File: src/rwp_pkg.sv
// Shared types and constants of the RIFF/WAVE PCM16 mono parser.
`timescale 1ns / 1ps
package rwp_pkg;

  localparam logic [31:0] TAG_RIFF = 32'h4646_4952;
  localparam logic [31:0] TAG_WAVE = 32'h4556_4157;
  localparam logic [31:0] TAG_FMT  = 32'h2074_6D66;
  localparam logic [31:0] TAG_DATA = 32'h6174_6164;

  localparam logic [15:0] PCM_BITS     = 16'd16;
  localparam logic [31:0] FMT_BODY_LEN = 32'd16;
  localparam logic [31:0] RATE_RESET   = 32'd22050;

  localparam logic       KIND_SAMPLE = 1'b0;
  localparam logic       KIND_ERROR  = 1'b1;

  localparam logic [1:0] ERR_RIFF     = 2'd0;
  localparam logic [1:0] ERR_WAVE     = 2'd1;
  localparam logic [1:0] ERR_FORMAT   = 2'd2;
  localparam logic [1:0] ERR_CHANNELS = 2'd3;

  localparam int DIV_STEPS = 32;

  typedef struct packed {
    logic        start;
    logic [31:0] dividend;
    logic [15:0] divisor;
  } div_req_t;

  typedef struct packed {
    logic        busy;
    logic        done;
    logic [31:0] quotient;
  } div_rsp_t;

endpackage

File: src/riff_wave_pcm16_mono_parser.sv
// RIFF/WAVE parser that turns PCM16 frames into a mono Q1.15 sample stream.
// Most bytes are taken one per cycle. The byte that ends a frame, and the last
// byte of the data chunk header, each start the shared 32-step divider
// (frame sum / channel count, or data size in samples / channel count). A
// frame's last byte holds the input through the divide and the result load,
// and the last header byte through the divide, before the next request is
// taken; a byte that raises a parse error holds it to load the result register.
// Any byte that carries a result waits longer while an earlier result is still
// held in the output register. A byte with file_start high restarts the parser;
// after the final frame or an error every other byte is taken and ignored.
`timescale 1ns / 1ps
module riff_wave_pcm16_mono_parser #(
  parameter int unsigned MAX_CHANNELS = 8
) (
  input  logic               clk,
  input  logic               rst,
  input  logic               byte_valid,
  output logic               byte_ready,
  input  logic               file_start,
  input  logic [7:0]         data_byte,
  output logic               result_valid,
  input  logic               result_ready,
  output logic               kind,
  output logic signed [15:0] mono_sample,
  output logic [31:0]        rate_hz,
  output logic               final_frame,
  output logic [1:0]         error_code
);
  import rwp_pkg::*;

  typedef enum logic [8:0] {
    PH_RIFF_TAG   = 9'b000000001,
    PH_RIFF_SIZE  = 9'b000000010,
    PH_WAVE_TAG   = 9'b000000100,
    PH_CHUNK_ID   = 9'b000001000,
    PH_CHUNK_SIZE = 9'b000010000,
    PH_FMT_BODY   = 9'b000100000,
    PH_SKIP       = 9'b001000000,
    PH_DATA       = 9'b010000000,
    PH_IDLE       = 9'b100000000
  } phase_t;

  typedef enum logic [2:0] {
    S_WAIT = 3'b001,
    S_DIV  = 3'b010,
    S_EMIT = 3'b100
  } ctrl_t;

  typedef enum logic {
    OP_FRAMES = 1'b0,
    OP_SAMPLE = 1'b1
  } div_op_t;

  ctrl_t       state, state_next;
  phase_t      phase, phase_next, ph_cur;
  logic [4:0]  byte_count, byte_count_next;
  logic [31:0] shift_word, shift_word_next;
  logic [31:0] chunk_size, chunk_size_next;
  logic [31:0] chunk_tag, chunk_tag_next;
  logic [15:0] channel_count, channel_count_next;
  logic [15:0] bits_per_sample, bits_per_sample_next;
  logic [31:0] rate_store, rate_store_next;
  logic        fmt_seen, fmt_seen_next;
  logic [31:0] frames_left, frames_left_next;
  logic [15:0] channel_index, channel_index_next;
  logic [31:0] frame_sum, frame_sum_next;
  div_op_t     div_op, div_op_next;
  logic        neg, neg_next;
  logic        last4;
  logic [15:0] cc_adj;

  logic        res_kind, res_kind_next;
  logic [15:0] res_mono, res_mono_next;
  logic [31:0] res_rate, res_rate_next;
  logic        res_final, res_final_next;
  logic [1:0]  res_err, res_err_next;

  div_req_t div_req;
  div_rsp_t div_rsp;

  rwp_div u_div (
    .clk (clk),
    .rst (rst),
    .req (div_req),
    .rsp (div_rsp)
  );

  assign byte_ready = (state == S_WAIT);

  always_comb begin
    state_next           = state;
    phase_next           = phase;
    byte_count_next      = byte_count;
    shift_word_next      = shift_word;
    chunk_size_next      = chunk_size;
    chunk_tag_next       = chunk_tag;
    channel_count_next   = channel_count;
    bits_per_sample_next = bits_per_sample;
    rate_store_next      = rate_store;
    fmt_seen_next        = fmt_seen;
    frames_left_next     = frames_left;
    channel_index_next   = channel_index;
    frame_sum_next       = frame_sum;
    div_op_next          = div_op;
    neg_next             = neg;
    res_kind_next        = res_kind;
    res_mono_next        = res_mono;
    res_rate_next        = res_rate;
    res_final_next       = res_final;
    res_err_next         = res_err;
    div_req              = '0;
    last4                = 1'b0;
    cc_adj               = channel_count;
    ph_cur               = phase;

    unique case (state)
      S_WAIT: begin
        if (byte_valid) begin
          if (file_start) begin
            phase_next           = PH_RIFF_TAG;
            byte_count_next      = '0;
            shift_word_next      = '0;
            chunk_size_next      = '0;
            chunk_tag_next       = '0;
            channel_count_next   = 16'd1;
            bits_per_sample_next = PCM_BITS;
            rate_store_next      = RATE_RESET;
            fmt_seen_next        = 1'b0;
            frames_left_next     = '0;
            channel_index_next   = '0;
            frame_sum_next       = '0;
          end
          ph_cur = phase_next;
          if (ph_cur != PH_IDLE) begin
            shift_word_next = {data_byte, shift_word_next[31:8]};
            byte_count_next = byte_count_next + 5'd1;
            last4           = byte_count_next >= 5'd4;
            unique case (ph_cur)
              PH_RIFF_TAG: begin
                if (last4) begin
                  byte_count_next = '0;
                  if (shift_word_next != TAG_RIFF) begin
                    res_kind_next = KIND_ERROR;
                    res_err_next  = ERR_RIFF;
                    phase_next    = PH_IDLE;
                    state_next    = S_EMIT;
                  end else begin
                    phase_next = PH_RIFF_SIZE;
                  end
                end
              end
              PH_RIFF_SIZE: begin
                if (last4) begin
                  byte_count_next = '0;
                  phase_next      = PH_WAVE_TAG;
                end
              end
              PH_WAVE_TAG: begin
                if (last4) begin
                  byte_count_next = '0;
                  if (shift_word_next != TAG_WAVE) begin
                    res_kind_next = KIND_ERROR;
                    res_err_next  = ERR_WAVE;
                    phase_next    = PH_IDLE;
                    state_next    = S_EMIT;
                  end else begin
                    phase_next = PH_CHUNK_ID;
                  end
                end
              end
              PH_CHUNK_ID: begin
                if (last4) begin
                  byte_count_next = '0;
                  chunk_tag_next  = shift_word_next;
                  phase_next      = PH_CHUNK_SIZE;
                end
              end
              PH_CHUNK_SIZE: begin
                if (last4) begin
                  byte_count_next = '0;
                  chunk_size_next = shift_word_next;
                  if (chunk_tag_next == TAG_FMT) begin
                    phase_next = PH_FMT_BODY;
                  end else if (chunk_tag_next == TAG_DATA) begin
                    if (!fmt_seen_next || bits_per_sample_next != PCM_BITS) begin
                      res_kind_next = KIND_ERROR;
                      res_err_next  = ERR_FORMAT;
                      phase_next    = PH_IDLE;
                      state_next    = S_EMIT;
                    end else begin
                      cc_adj = (channel_count_next == 16'd0) ? 16'd1 : channel_count_next;
                      channel_count_next = cc_adj;
                      if (cc_adj > 16'(MAX_CHANNELS)) begin
                        res_kind_next = KIND_ERROR;
                        res_err_next  = ERR_CHANNELS;
                        phase_next    = PH_IDLE;
                        state_next    = S_EMIT;
                      end else begin
                        div_req.start    = 1'b1;
                        div_req.dividend = {1'b0, shift_word_next[31:1]};
                        div_req.divisor  = cc_adj;
                        div_op_next        = OP_FRAMES;
                        channel_index_next = '0;
                        frame_sum_next     = '0;
                        state_next         = S_DIV;
                      end
                    end
                  end else begin
                    phase_next = (shift_word_next == 32'd0) ? PH_CHUNK_ID : PH_SKIP;
                  end
                end
              end
              PH_FMT_BODY: begin
                if (byte_count_next == 5'd4) begin
                  channel_count_next = shift_word_next[31:16];
                end
                if (byte_count_next == 5'd8) begin
                  rate_store_next = shift_word_next;
                end
                if (byte_count_next >= 5'd16) begin
                  bits_per_sample_next = shift_word_next[31:16];
                  fmt_seen_next        = 1'b1;
                  byte_count_next      = '0;
                  if (chunk_size_next > FMT_BODY_LEN) begin
                    chunk_size_next = chunk_size_next - FMT_BODY_LEN;
                    phase_next      = PH_SKIP;
                  end else begin
                    phase_next = PH_CHUNK_ID;
                  end
                end
              end
              PH_SKIP: begin
                byte_count_next = '0;
                chunk_size_next = chunk_size_next - 32'd1;
                if (chunk_size_next == 32'd0) begin
                  phase_next = PH_CHUNK_ID;
                end
              end
              PH_DATA: begin
                if (byte_count_next >= 5'd2) begin
                  byte_count_next = '0;
                  frame_sum_next = frame_sum_next
                                 + {{16{shift_word_next[31]}}, shift_word_next[31:16]};
                  channel_index_next = channel_index_next + 16'd1;
                  if (channel_index_next >= channel_count_next) begin
                    frames_left_next = frames_left_next - 32'd1;
                    neg_next         = frame_sum_next[31];
                    div_req.start    = 1'b1;
                    div_req.dividend = frame_sum_next[31] ? (32'd0 - frame_sum_next)
                                                          : frame_sum_next;
                    div_req.divisor  = channel_count_next;
                    div_op_next      = OP_SAMPLE;
                    res_kind_next    = KIND_SAMPLE;
                    res_rate_next    = rate_store_next;
                    res_err_next     = ERR_RIFF;
                    res_final_next   = (frames_left_next == 32'd0);
                    if (frames_left_next == 32'd0) begin
                      phase_next = PH_IDLE;
                    end
                    frame_sum_next     = '0;
                    channel_index_next = '0;
                    state_next         = S_DIV;
                  end
                end
              end
              default: begin
              end
            endcase
            if (res_kind_next == KIND_ERROR && state_next == S_EMIT) begin
              res_mono_next  = '0;
              res_rate_next  = '0;
              res_final_next = 1'b0;
            end
          end
        end
      end
      S_DIV: begin
        if (div_rsp.done) begin
          if (div_op == OP_FRAMES) begin
            frames_left_next = div_rsp.quotient;
            phase_next = (div_rsp.quotient == 32'd0) ? PH_IDLE : PH_DATA;
            state_next = S_WAIT;
          end else begin
            res_mono_next = neg ? (16'd0 - div_rsp.quotient[15:0]) : div_rsp.quotient[15:0];
            state_next    = S_EMIT;
          end
        end
      end
      S_EMIT: begin
        if (!result_valid || result_ready) begin
          state_next = S_WAIT;
        end
      end
      default: begin
        state_next = S_WAIT;
      end
    endcase
  end

  always_ff @(posedge clk) begin
    if (rst) begin
      state           <= S_WAIT;
      phase           <= PH_RIFF_TAG;
      byte_count      <= '0;
      shift_word      <= '0;
      chunk_size      <= '0;
      chunk_tag       <= '0;
      channel_count   <= 16'd1;
      bits_per_sample <= PCM_BITS;
      rate_store      <= RATE_RESET;
      fmt_seen        <= 1'b0;
      frames_left     <= '0;
      channel_index   <= '0;
      frame_sum       <= '0;
      div_op          <= OP_FRAMES;
      neg             <= 1'b0;
      result_valid    <= 1'b0;
    end else begin
      state           <= state_next;
      phase           <= phase_next;
      byte_count      <= byte_count_next;
      shift_word      <= shift_word_next;
      chunk_size      <= chunk_size_next;
      chunk_tag       <= chunk_tag_next;
      channel_count   <= channel_count_next;
      bits_per_sample <= bits_per_sample_next;
      rate_store      <= rate_store_next;
      fmt_seen        <= fmt_seen_next;
      frames_left     <= frames_left_next;
      channel_index   <= channel_index_next;
      frame_sum       <= frame_sum_next;
      div_op          <= div_op_next;
      neg             <= neg_next;
      if (state == S_EMIT && (!result_valid || result_ready)) begin
        result_valid <= 1'b1;
      end else if (result_ready) begin
        result_valid <= 1'b0;
      end
    end
  end

  always_ff @(posedge clk) begin
    res_kind  <= res_kind_next;
    res_mono  <= res_mono_next;
    res_rate  <= res_rate_next;
    res_final <= res_final_next;
    res_err   <= res_err_next;
    if (state == S_EMIT && (!result_valid || result_ready)) begin
      kind        <= res_kind;
      mono_sample <= res_mono;
      rate_hz     <= res_rate;
      final_frame <= res_final;
      error_code  <= res_err;
    end
  end

`ifndef SYNTH
  a_ready_div_idle: assert property (@(posedge clk) disable iff (rst)
    byte_ready |-> !div_rsp.busy)
    else $error("Request taken while the divider is busy.");

  a_done_in_div: assert property (@(posedge clk) disable iff (rst)
    div_rsp.done |-> state == S_DIV)
    else $error("Divider finished outside the divide state.");

  a_error_clean: assert property (@(posedge clk) disable iff (rst)
    result_valid && kind == KIND_ERROR |-> mono_sample == 16'sd0 && !final_frame
      && rate_hz == 32'd0)
    else $error("Error result carries sample fields.");

  a_start_leaves_wait: assert property (@(posedge clk) disable iff (rst)
    div_req.start |=> state == S_DIV)
    else $error("Divider started without entering the divide state.");
`endif

endmodule

File: src/rwp_div.sv
// Radix-2 restoring divider, one quotient bit per cycle.
`timescale 1ns / 1ps
module rwp_div (
  input  logic              clk,
  input  logic              rst,
  input  rwp_pkg::div_req_t req,
  output rwp_pkg::div_rsp_t rsp
);
  import rwp_pkg::*;

  logic        busy;
  logic        done;
  logic [4:0]  count;
  logic [15:0] rem;
  logic [31:0] quo;
  logic [15:0] dsr;
  logic [16:0] trial;
  logic        fits;
  logic [15:0] rem_next;

  always_comb begin
    trial    = {rem, quo[31]};
    fits     = trial >= {1'b0, dsr};
    rem_next = fits ? 16'(trial - {1'b0, dsr}) : trial[15:0];
  end

  always_ff @(posedge clk) begin
    if (rst) begin
      busy <= 1'b0;
      done <= 1'b0;
    end else begin
      done <= 1'b0;
      if (req.start) begin
        busy <= 1'b1;
      end else if (busy && count == 5'd0) begin
        busy <= 1'b0;
        done <= 1'b1;
      end
    end
  end

  always_ff @(posedge clk) begin
    if (req.start) begin
      count <= 5'(DIV_STEPS - 1);
      rem   <= '0;
      quo   <= req.dividend;
      dsr   <= req.divisor;
    end else if (busy) begin
      count <= count - 5'd1;
      rem   <= rem_next;
      quo   <= {quo[30:0], fits};
    end
  end

  assign rsp.busy     = busy;
  assign rsp.done     = done;
  assign rsp.quotient = quo;

endmodule

File: config.mk
export PLATFORM = sky130hd
export DESIGN_NAME = riff_wave_pcm16_mono_parser
export DESIGN_NICKNAME = d
export VERILOG_FILES = /design/src/rwp_pkg.sv /design/src/riff_wave_pcm16_mono_parser.sv /design/src/rwp_div.sv
export SDC_FILE = /design/constraint.sdc
export NUM_CORES = 1
export LEC_CHECK = 0
export BUFFER_PORTS_ARGS = -buffer_cell sky130_fd_sc_hd__buf_2
export CORE_MARGIN = 2
export CORE_UTILIZATION = 45
export CTS_CLUSTER_DIAMETER = 60
export DETAILED_ROUTE_END_ITERATION = 10
export HOLD_SLACK_MARGIN = 0.1
export SLEW_MARGIN = 40
export SYNTH_ARGS = -nofsm -noshare
export SYNTH_HDL_FRONTEND = slang
export SYNTH_HIERARCHICAL = 1
export SYNTH_SLANG_ARGS = --single-unit
File: constraint.sdc
create_clock -name clk -period 6.9 [get_ports clk]
set_clock_uncertainty 0.1 [all_clocks]
set_input_delay 0.345 -clock clk [delete_from_list [all_inputs] [get_ports clk]]
set_output_delay 0.345 -clock clk [all_outputs]
set_load 0.005 [all_outputs]
==> flow_summary.yaml, run 1 <==
timing:
  rsz0062_at_grt: "false"
  hold_violations: 0
  slew_headroom_pct: 36.9
  min_period_ns: 5.39
  setup_violations: 0
  fin_setup_tns_ns: 0
  worst_pin_slew_ns: 0.944
  fin_crit_sh_pct: 78.2
  fmax_mhz: 185
  finalMaxSlewViolations: 0
placed_design:
  portBuffers: 66
  dp_hpwl_um: 64000
  place.gp.congestion: 0.957
power_and_ir_drop:
  sw_frac_of_total_pct: 27.0
  p_sw_w: 0.00169
  vdd_drop_max_uv: 184
  clkPwrFrac_pct: 48.5
  intPower_w: 0.00459
  power.leakage_nw: 10.2
  pwr-share-comb_pct: 9.2
  power_density_nw_per_um2: 214
  seqPwrFrac_pct: 42.3
  fin_total_pwr_w: 0.00628
die:
  dieArea_um2: 60900
  die_y_um: 247
  pin_count: 67
  coreArea_um2: 58700
  start_util_pct: 45.2
  dieWidth_um: 247
  num_rows: 89
grt:
  grt_usage_pct: 30.2
  grt_pass1_wl_um: 143000
  grt_pass1_vias: 23611
  grt_max_degree: 132
  grt_remaining_overflow: 0
  antenna_found_initial: 1
drt:
  ant_nets: 0
  routed_wl_um: 93700
  drc: 0
  wl_per_cell_um: 23.4
  via_per_inst: 6.37
  via_count: 25553
  first_pass_iters: 5
  drtIter0Drc: 2734
job:
  maxCapViolCount: 0
clock_network:
  max-clock-path-buffers: 3
  cts_made_buffers: 55
  cts_hold_buf: 2
  post_cts_buffers: 0
  htreeDepth: 2
  clk_pin_slew_ns: 0.06
  clk_latency_ns: 0.65
  numClockSinks: 428
  cts_resized: 0
  cts_tree: "done"
  cts_root_buf: "clkbuf_16"
outcome:
  status: "finished clean"
synthesis:
  netlist_instances: 3263
  synth_warnings: 6
  synthesis.nets: 3341
  syn_area_per_cell_um2: 8.13
  syn_area_um2: 26500
setup_path:
  cp_data_arrival_time_ns: 5.60
  critPathKind: "register to register"
  end_kind: "register"
  cp.required_ns: 7.10
  critPathLaunchType: "register"
  crit_fanout: 34
finish:
  multi_input_area_um2: 15300
  final_cell_mix: "423 x nor2_1, 325 x nand2_1, 276 x dfxtp_1, 255 x a21oi_1, 189 x o21ai_0"
  final_common_cell: "nor2_1"
  final_layout_size_suffix_gt1_share_pct: 10.2
  fillers: 5508
  nNetsFinal: 3266
  final-seq-area_um2: 10100
  syn2layout_area_growth_pct: 10.8
worst_hold_path:
  hp-class: "primary input to register"
-- metal layers --
metal  wire length, µm  track usage [%]
met5                 0                0
met1             39600             40.3
met3              7350             4.35
met4              3770             12.6
met2             43000             49.0
-- through the flow --
stage / util [%] / cell area (µm²) / hold WS [ns] / instances / setup slack, ns
global placement: 46.6 / 27300 / 0.302 / 3900 / 1.48
finish: 50.1 / 29400 / 0.159 / 4009 / 1.51
floorplan: - / 26500 / 0.300 / 3263 / 0.00832
detailed placement: 46.6 / 27400 / 0.305 / 3901 / 1.40
global route: 50.1 / 29400 / 0.168 / 4008 / 1.12
CTS: 50.0 / 29300 / 0.112 / 4007 / 1.44
-- area by class of cell --
cell class              instances  area share (%)
diodes                          1         0.00851
multi-input cells            2502            51.9
clock inverters                40            1.62
inverters                      78            1.02
well taps                     773            3.29
flip-flops and latches        428            34.3
repair buffers                123            2.83
clock buffers                  64            5.03
-- critical path, cell delays in order (launching register included) --
cell and delay (ns):
dfxtp_1 0.39, nand3_1 0.13, nor3b_1 0.26, and3_1 0.23
and3_1 0.29, nor4b_2 0.44, nand3_1 0.15, xor2_1 0.17
nor2_1 0.08, ha_1 0.31, nand4_1 0.10, nor2_1 0.19
o2111ai_1 0.14, o21ai_1 0.37, o22ai_1 0.18, a21oi_1 0.26
o221ai_2 0.13, buf_4 0.23, or2_2 0.38, nand2_1 0.13
buf_4 0.38
-- state kept, by name (all words and copies together), names as in the netlist, 24 cells and up --
| register | cells |
|---|---|
| chunk_size | 32 |
| chunk_tag | 32 |
| frame_sum | 32 |
| frames_left | 32 |
| rate_hz | 32 |
| rate_store | 32 |
| res_rate | 32 |
| u_div/quo | 32 |
| shift_word | 24 |
-- final timing paths --
check	depth (start not counted)	to	slack, ns	startpoint
setup / recovery	20	res_rate[29]	1.51	channel_index[2]
hold / removal	4	channel_index[12]	0.16	file_start
setup reg to reg	20	res_rate[29]	1.51	channel_index[2]
hold reg to reg	0	rate_hz[25]	0.32	res_rate[25]
-- power groups by stage --
stage / sequential (W) / clock (W) / combinational (W)
finish: 0.00265 / 0.00305 / 0.000579
CTS: 0.00265 / 0.00309 / 0.000564
global placement: 0.00271 / 0 / 0.000552
floorplan: 0.00268 / 0 / 0.000413
detailed placement: 0.00271 / 0 / 0.000560
global route: 0.00266 / 0.00319 / 0.000623
No activity file was read; power rests on OpenSTA's default activity.
==> inputs of run 2 (changes only) <==
Settings changed: ABC_AREA set to 1.
Clock period 6.9 ns to 5.2 ns, I/O delays scaled along.
==> flow_summary.yaml, run 2 <==
clock_network:
  post_cts_buffers: 0
  htreeDepth: 2
  cts_made_buffers: 56
  cts_tree: "done"
  cts_root_buf: "clkbuf_16"
  clk_pin_slew_ns: 0.06
  numClockSinks: 428
  max-clock-path-buffers: 3
  clk_latency_ns: 0.64
setup_path:
  cp_data_arrival_time_ns: 4.90
  critPathKind: "register to register"
  crit_fanout: 33
  critical-path-max-stage-delay_ns: 0.34
  cp_common_cell: "nand2_1"
  critPathLaunchType: "register"
  crit_buf_inv: 4
  end_kind: "register"
  slowest_stage: "buf_4"
  cpLargestDelayFamily: "simple AND/OR/NAND/NOR gates"
  cp.required_ns: 5.48
timing:
  fin_setup_tns_ns: 0
  rsz0062_at_grt: "false"
  worst_pin_slew_ns: 0.890
  hold_violations: 0
  setup_violations: 0
  fin_crit_sh_pct: 88.9
  finalMaxSlewViolations: 0
  min_period_ns: 4.62
  whs_ns: 0.134
  slew_headroom_pct: 40.4
  fmax_mhz: 216
synthesis:
  synthesis.nets: 4721
  syn_area_per_cell_um2: 6.51
  synth_warnings: 6
  syn_area_um2: 30200
  netlist_instances: 4643
die:
  dieWidth_um: 263
  coreArea_um2: 66800
  num_rows: 95
  dieArea_um2: 69300
  start_util_pct: 45.2
  pin_count: 67
  die_y_um: 263
placed_design:
  dp_cells: 5450
  dp_hpwl_um: 83700
  portBuffers: 66
  place.gp.congestion: 1.02
drt:
  ant_nets: 0
  drc: 0
  via_per_inst: 5.75
  wl_per_cell_um: 20.4
  drtIter0Drc: 3458
  via_count: 31972
  routed_wl_um: 114000
  first_pass_iters: 6
outcome:
  status: "finished clean"
grt:
  grt_usage_pct: 32.0
  grt_pass1_wl_um: 175000
  grt_max_degree: 209
  grt_remaining_overflow: 0
  antenna_found_initial: 2
  grt_pass1_vias: 29560
finish:
  syn2layout_area_growth_pct: 10.6
  final_layout_size_suffix_gt1_share_pct: 7.38
  finalNonFillerCells: 5565
  final_common_cell: "nand2_1"
  final_cell_mix: "1148 x nand2_1, 620 x inv_1, 465 x nor2_1, 366 x a21oi_1, 348 x o21ai_0"
  nNetsFinal: 4722
job:
  maxCapViolCount: 0
worst_hold_path:
  hp-class: "primary input to register"
power_and_ir_drop:
  power.leakage_nw: 15.2
  vdd_drop_max_uv: 245
  power_density_nw_per_um2: 326
## run 2: metrics by stage
step                setup slack, ns  power, W  cell area, µm²  utilization [%]
global route                 0.0497    0.0114           33400             50.0
floorplan                    0.0320   0.00599           30300                -
CTS                           0.551    0.0109           33400             50.0
global placement              0.531   0.00683           31300             46.9
detailed placement            0.428   0.00683           31400             47.0
finish                        0.579    0.0109           33400             50.0
## run 2: power breakdown
| part | internal [W] | switching, W | leakage [nW] | total [W] |
|---|---|---|---|---|
| sequential | 0.00376 | 0.000165 | 3.59 | 0.00392 |
| combinational | 0.000815 | 0.00212 | 10.7 | 0.00294 |
| clock | 0.00237 | 0.00166 | 0.926 | 0.00402 |
| total | 0.00694 | 0.00395 | 15.2 | 0.0109 |
## run 2: timing repair
| item | CTS | global route |
|---|---|---|
| hold buffers | 8 | 0 |
| hold endpoints to repair | 56 | 0 |
| resized for setup | 0 | 1 |
| setup endpoints to repair | 0 | 28 |
## run 2: final timing paths
check | cells after the start | start | to | slack (ns)
setup / recovery | 27 | channel_index[0] | res_rate[10] | 0.58
hold / removal | 3 | data_byte[0] | chunk_tag[24] | 0.13
setup reg to reg | 27 | channel_index[0] | res_rate[10] | 0.58
hold reg to reg | 0 | res_final | final_frame | 0.32
## run 2: routing by layer
metal | part of all wire [%] | up-vias | track usage [%] | wire length, µm
li1 | - | 15523 | - | -
met1 | 44 | 14873 | 45.3 | 50200
met2 | 43 | 1324 | 49.5 | 49100
met3 | 8.8 | 248 | 5.26 | 10000
met4 | 3.8 | 4 | 11.2 | 4340
met5 | 0.021 | - | 0 | 24
## run 2: tightest hold or removal path: stages
cell	delay (ns)
buf_2	0.32
o31ai_1	0.14
a21oi_1	0.11
## run 2: area by class of cell
type                    count  area (µm²)
flip-flops and latches    428       10100
repair buffers            146        1040
well taps                 873        1090
inverters                 650        2460
multi-input cells        3362       16800
clock buffers              76        1540
diodes                      1        2.50
clock inverters            29         389
fillers                  7000       33400
